### config.mk
export PLATFORM = sky130hd
export DESIGN_NAME = afk_cordic
export DESIGN_NICKNAME = d
export VERILOG_FILES = /design/src/design/afk_pkg.sv /design/src/design/afk_cordic.sv
export SDC_FILE = /design/constraint.sdc
export NUM_CORES = 2
export LEC_CHECK = 0
export BUFFER_PORTS_ARGS = -buffer_cell sky130_fd_sc_hd__buf_2
export CORE_ASPECT_RATIO = 1.4
export CORE_UTILIZATION = 50
export DETAILED_ROUTE_END_ITERATION = 8
export PLACE_DENSITY = 0.7
export SETUP_SLACK_MARGIN = 0.4
export SLEW_MARGIN = 20
export SYNTH_ARGS = -nofsm -noshare
export SYNTH_HDL_FRONTEND = slang
export SYNTH_SLANG_ARGS = --single-unit
### constraint.sdc
create_clock -name clk -period 6.84 [get_ports clk]
set_clock_uncertainty 0.05 [all_clocks]
set_input_delay 0.684 -clock clk [delete_from_list [all_inputs] [get_ports clk]]
set_output_delay 0.684 -clock clk [all_outputs]
set_load 0.02 [all_outputs]
### src/design/afk_pkg.sv
// Shared types, constants and helpers for the arm forward kinematics pipeline.
`default_nettype none
package afk_pkg;

  localparam int JOINT_CNT    = 7;
  localparam int CORDIC_STEPS = 16;
  localparam int JOINT_SLOTS  = 7;
  localparam int ATAN_SLOTS   = 24;

  typedef logic signed [15:0] ang_t;
  typedef logic signed [33:0] zq_t;
  typedef logic signed [32:0] cs_t;
  typedef logic signed [33:0] mq_t;
  typedef logic signed [66:0] prod_t;
  typedef logic signed [67:0] sum_t;
  typedef logic signed [51:0] lprod_t;
  typedef logic signed [55:0] acc_t;
  typedef mq_t  mat_t [3][3];
  typedef acc_t vec_t [3];

  localparam logic [1:0] AXIS_X = 2'd0;
  localparam logic [1:0] AXIS_Y = 2'd1;
  localparam logic [1:0] AXIS_Z = 2'd2;

  localparam logic [1:0] REG_BASE_X   = 2'd0;
  localparam logic [1:0] REG_BASE_Y   = 2'd1;
  localparam logic [1:0] REG_BASE_Z   = 2'd2;
  localparam logic [1:0] REG_HAND_LEN = 2'd3;

  localparam logic signed [17:0] BASE_X_RST   = -18'sd16384;
  localparam logic signed [17:0] BASE_Y_RST   = 18'sd0;
  localparam logic signed [17:0] BASE_Z_RST   = 18'sd16384;
  localparam logic [16:0]        HAND_LEN_RST = 17'd3277;

  localparam zq_t Q30_GAIN    = 34'sd652032874;
  localparam zq_t Q30_PI      = 34'sd3373259426;
  localparam zq_t Q30_HALF_PI = 34'sd1686629713;
  localparam mq_t Q30_ONE     = 34'sd1073741824;

  localparam logic signed [25:0] POS_MAX = 26'sd131071;
  localparam logic signed [25:0] POS_MIN = -26'sd131072;

  localparam zq_t ATAN_TAB [ATAN_SLOTS] = '{
    34'sh3243F6A8, 34'sh1DAC6705, 34'sh0FADBAFC, 34'sh07F56EA6, 34'sh03FEAB76, 34'sh01FFD55B,
    34'sh00FFFAAA, 34'sh007FFF55, 34'sh003FFFEA, 34'sh001FFFFD, 34'sh000FFFFF, 34'sh0007FFFF,
    34'sh0003FFFF, 34'sh0001FFFF, 34'sh0000FFFF, 34'sh00007FFF, 34'sh00003FFF, 34'sh00001FFF,
    34'sh00000FFF, 34'sh000007FF, 34'sh000003FF, 34'sh000001FF, 34'sh000000FF, 34'sh0000007F
  };

  localparam logic [1:0] JOINT_AXIS [JOINT_SLOTS] = '{
    AXIS_Z, AXIS_Y, AXIS_X, AXIS_Y, AXIS_X, AXIS_Y, AXIS_X
  };
  localparam logic [16:0] LINK_LEN [JOINT_SLOTS] = '{
    17'd3834, 17'd7176, 17'd4358, 17'd6455, 17'd4080, 17'd4080, 17'd4866
  };
  localparam ang_t LIM_LO [JOINT_SLOTS] = '{
    -16'sd13153, -16'sd10008, -16'sd25735, -16'sd18444, -16'sd25735, -16'sd17872, -16'sd25735
  };
  localparam ang_t LIM_HI [JOINT_SLOTS] = '{
    16'sd13153, 16'sd12439, 16'sd25735, 16'sd18444, 16'sd25735, 16'sd17872, 16'sd25735
  };

  // round half up and drop 30 fraction bits
  function automatic mq_t rnd30(input sum_t v);
    sum_t t;
    t = v + (sum_t'(1) <<< 29);
    return t[63:30];
  endfunction

endpackage
`default_nettype wire

### src/design/afk_cordic.sv
// Pipelined rotation-mode CORDIC giving Q.30 cosine and sine of a Q2.13 angle.
`default_nettype none
module afk_cordic import afk_pkg::*; (
  input  wire  clk,
  input  wire  en,
  input  ang_t angle,
  output cs_t  cos_val,
  output cs_t  sin_val
);

  zq_t  z_r   [CORDIC_STEPS+1];
  cs_t  x_r   [CORDIC_STEPS+1];
  cs_t  y_r   [CORDIC_STEPS+1];
  logic neg_r [CORDIC_STEPS+1];
  zq_t  zin;
  zq_t  z_nxt;
  logic neg_nxt;

  always_comb begin
    zin = zq_t'(angle) <<< 17;
    if (zin > Q30_HALF_PI) begin
      z_nxt   = zin - Q30_PI;
      neg_nxt = 1'b1;
    end else if (zin < -Q30_HALF_PI) begin
      z_nxt   = zin + Q30_PI;
      neg_nxt = 1'b1;
    end else begin
      z_nxt   = zin;
      neg_nxt = 1'b0;
    end
  end

  always_ff @(posedge clk) begin
    if (en) begin
      z_r[0]   <= z_nxt;
      neg_r[0] <= neg_nxt;
      x_r[0]   <= cs_t'(Q30_GAIN);
      y_r[0]   <= '0;
    end
  end

  for (genvar i = 0; i < CORDIC_STEPS; i++) begin : g_step
    always_ff @(posedge clk) begin
      if (en) begin
        neg_r[i+1] <= neg_r[i];
        if (z_r[i] >= 0) begin
          x_r[i+1] <= x_r[i] - (y_r[i] >>> i);
          y_r[i+1] <= y_r[i] + (x_r[i] >>> i);
          z_r[i+1] <= z_r[i] - ATAN_TAB[i];
        end else begin
          x_r[i+1] <= x_r[i] + (y_r[i] >>> i);
          y_r[i+1] <= y_r[i] - (x_r[i] >>> i);
          z_r[i+1] <= z_r[i] + ATAN_TAB[i];
        end
      end
    end
  end

  always_ff @(posedge clk) begin
    if (en) begin
      cos_val <= neg_r[CORDIC_STEPS] ? -x_r[CORDIC_STEPS] : x_r[CORDIC_STEPS];
      sin_val <= neg_r[CORDIC_STEPS] ? -y_r[CORDIC_STEPS] : y_r[CORDIC_STEPS];
    end
  end

endmodule
`default_nettype wire

==> results.cfg <==
[floorplan]
die_width_um = 425.4
die-area_um2 = 253000
start_util = 0.5029
num_io_pins = 84
fp.coreArea_um2 = 249500
die_h_um = 594.7
num_rows = 217

[synth]
synth_top_area_share = 0.3657
yosysSeqAreaShare = 0.3657
async_flop_share = 0
synth_mux_area_frac = 0.009473
synth-edff-count = 1528
yosys-top-cells-count = edfxtp_1, ha_1, a21oi_1, xnor2_1, nor2_1
avgSynthCellArea_um2 = 9.699
synth.top_cells.by_area = edfxtp_1, ha_1, xnor2_1
yosys.area.top_type = edfxtp_1
synth_nets = 14350
synthAdderAreaFrac = 0.1414
synth.distinct_cells = 84
ys_warn_count = 0
yosys_register_bits = 1528
syn-cell-area_um2 = 125500
synth_top_family_by_area = compound AO/OA/AOI/OAI gates
synth_compound_area_frac = 0.1998
synth-main-ff-cell = edfxtp_1
yosysMostFrequentCell = edfxtp_1
synthCells = 12940
yosys.area_share.xor_xnor = 0.1326
synth_simple_gate_area_share = 0.1279

[final_layout]
nets = 14480
area_growth_pct = 7.886
drive_gt1_frac = 0.04502

[setup_path]
startpoint_type = register
rr_worst_depth = 18
r2r_end = y_r[7][32]$_DFFE_PP_
r2r_start = x_r[6][12]$_DFFE_PP_
critPathCapture = y_r[7][32]$_DFFE_PP_
worstSetupPathType = reg2reg
crit_start = x_r[6][12]$_DFFE_PP_
worst_ep_required_time_ns = 7.40
reg2reg_slack_ns = 1.26
cp-end-kind = register
critPathArrivalTime_ns = 6.13
path_max_fanout = 6

[global_routing]
grt_pass1_vias = 95560
grt_usage = 0.2447
grt_max_degree = 183
antenna_found_initial = 4
grt-ovfl-total = 0
grt_pass1_wl_mm = 499.2

[detailed_routing]
drt_iter0_drc = 5504
wl_per_cell_um = 19.26
dr.pass1.iters = 6
drt-total-wl_mm = 317.4
antenna_left = 0
via_per_inst = 5.881
vias = 96940
drc = 0

[clock_network]
clock_latency_ns = 0.86
htreeDepth = 4
clockBufferDepth = 4
postCtsSetupRepairBufs = 0
clockRootBuffer = clkbuf_16
cts_hold_buffers = 0
cts_buffers = 170
clk_pin_slew_ns = 0.07
clock_sinks = 1528
cts-resized-gates = 0
cts_tree = done

[sta]
slew_violations = 0
worstMarginPinSlew_ns = 1.435
fin_setup_tns_ns = 0
post-route-period-util = 0.8153
finalHoldViolations = 0
slew_headroom = 0.04321
rsz0062_at_grt = false
fmax_mhz = 179.3
setup_viol = 0
finalCriticalPeriod_ns = 5.577

[min_path]
hp-class = in2reg

[outcome]
status = finished, final reports clean

[placed_design]
io_buffers = 83
dp_hpwl_mm = 254.8
gp_congestion = 0.9681

[job]
drv_cap = 0
[cells in the final DEF, fill, tap and decap left out, drive strengths merged, types with 38 or more instances in the layout]
| cell type | count |
|---|---|
| inv | 552 |
| nor4 | 118 |
| a21oi | 1335 |
| o21bai | 186 |
| a31oi | 123 |
| o21ai | 681 |
| ha | 1352 |
| fa | 40 |
| clkinv | 73 |
| a21boi | 50 |
| nand4 | 75 |
| o21a | 190 |
| and3 | 135 |
| xor2 | 597 |
| nor2b | 156 |
| a21o | 599 |
| xnor2 | 1300 |
| nor2 | 930 |
| clkbuf | 205 |
| or3 | 89 |
| nor3 | 278 |
| nand2b | 195 |
| nand2 | 753 |
| o211ai | 45 |
| nand3 | 245 |
| and2 | 64 |
| a211o | 48 |
| or4 | 61 |
| a221oi | 38 |
| buf | 175 |
| mux2 | 38 |
| edfxtp | 1528 |
| mux2i | 76 |
| or2 | 62 |
| o31ai | 160 |
| nor3b | 43 |
| o41ai | 62 |
| a211oi | 116 |
[worst min path at each step]
stage,slack [ns],start,cells after the start,end
final,0.12,angle[5],2,z_r[0][22]$_DFFE_PP_
after CTS,0.05,angle[5],2,z_r[0][22]$_DFFE_PP_
after floorplan,0.35,neg_r[0][9]$_DFFE_PP_,0,neg_r[0][10]$_DFFE_PP_
after global placement,0.35,neg_r[0][1]$_DFFE_PP_,0,neg_r[0][2]$_DFFE_PP_
after detailed placement,0.36,neg_r[0][12]$_DFFE_PP_,0,neg_r[0][13]$_DFFE_PP_
after global routing,0.11,angle[5],2,z_r[0][22]$_DFFE_PP_
[metal layers]
metal	wire [um]	GRT usage	vias up	share of wire
li1	-	-	48530	-
met1	115700	0.2462	45660	0.36
met2	170500	0.4751	1922	0.54
met3	9293	0.02229	834	0.029
met4	21840	0.1522	0	0.069
met5	0	0	-	0
[final cells by class]
class	count	area, um2
Tap cell	3285	4110
Multi-Input combinational cell	10640	76700
Inverter	553	2076
Sequential cell	1528	45880
Fill cell	22170	114200
Timing Repair Buffer	175	1196
Clock buffer	205	4471
Clock inverter	94	910.9
Antenna cell	5	12.51
[sequential cells by signal, indices dropped and copies added, names as in the netlist]
signal	count
x_r	470
y_r	496
z_r	480
neg_r	16
cos_val	33
sin_val	33
[critical path, stage by stage (launching register included)]
cell	delay, ns
edfxtp_1	0.46
or4_1	0.62
nor4_1	0.60
nand2b_1	0.20
nor4_1	0.41
inv_1	0.10
or2_2	0.35
o21ai_0	0.21
xor2_1	0.18
ha_1	0.33
nand2_1	0.11
a21oi_1	0.04
a221o_1	0.33
a31o_2	0.27
a211oi_1	0.34
o41a_1	0.32
o21ai_0	0.12
a21oi_1	0.19
xnor2_1	0.09
[through the flow]
stage | util | setup WS (ns) | instance area (um2) | cells | hold slack (ns)
floorplan | - | 1.279 | 125500 | 12940 | 0.3503
global placement | 0.5209 | 1.169 | 130000 | 16180 | 0.3514
detailed placement | 0.5209 | 1.133 | 130000 | 16180 | 0.3551
CTS | 0.5425 | 1.278 | 135400 | 16480 | 0.05436
global route | 0.5425 | 0.9068 | 135400 | 16480 | 0.1150
finish | 0.5425 | 1.263 | 135400 | 16480 | 0.1239
[cell families (layout without fill, tap and decap cells)]
| kind of cell | after synthesis | in the layout |
|---|---|---|
| compound gates | 3943 | 3943 |
| xor+xnor | 1898 | 1898 |
| fa+ha+maj | 1395 | 1395 |
| buf+inv | 770 | 1027 |
| flops | 1528 | 1528 |
| mux | 114 | 114 |
| other cells | 0 | 5 |
| simple gates | 3288 | 3288 |
Power is not shown: default switching activity piles up to over one toggle a cycle in this logic, so the estimate is an artifact.
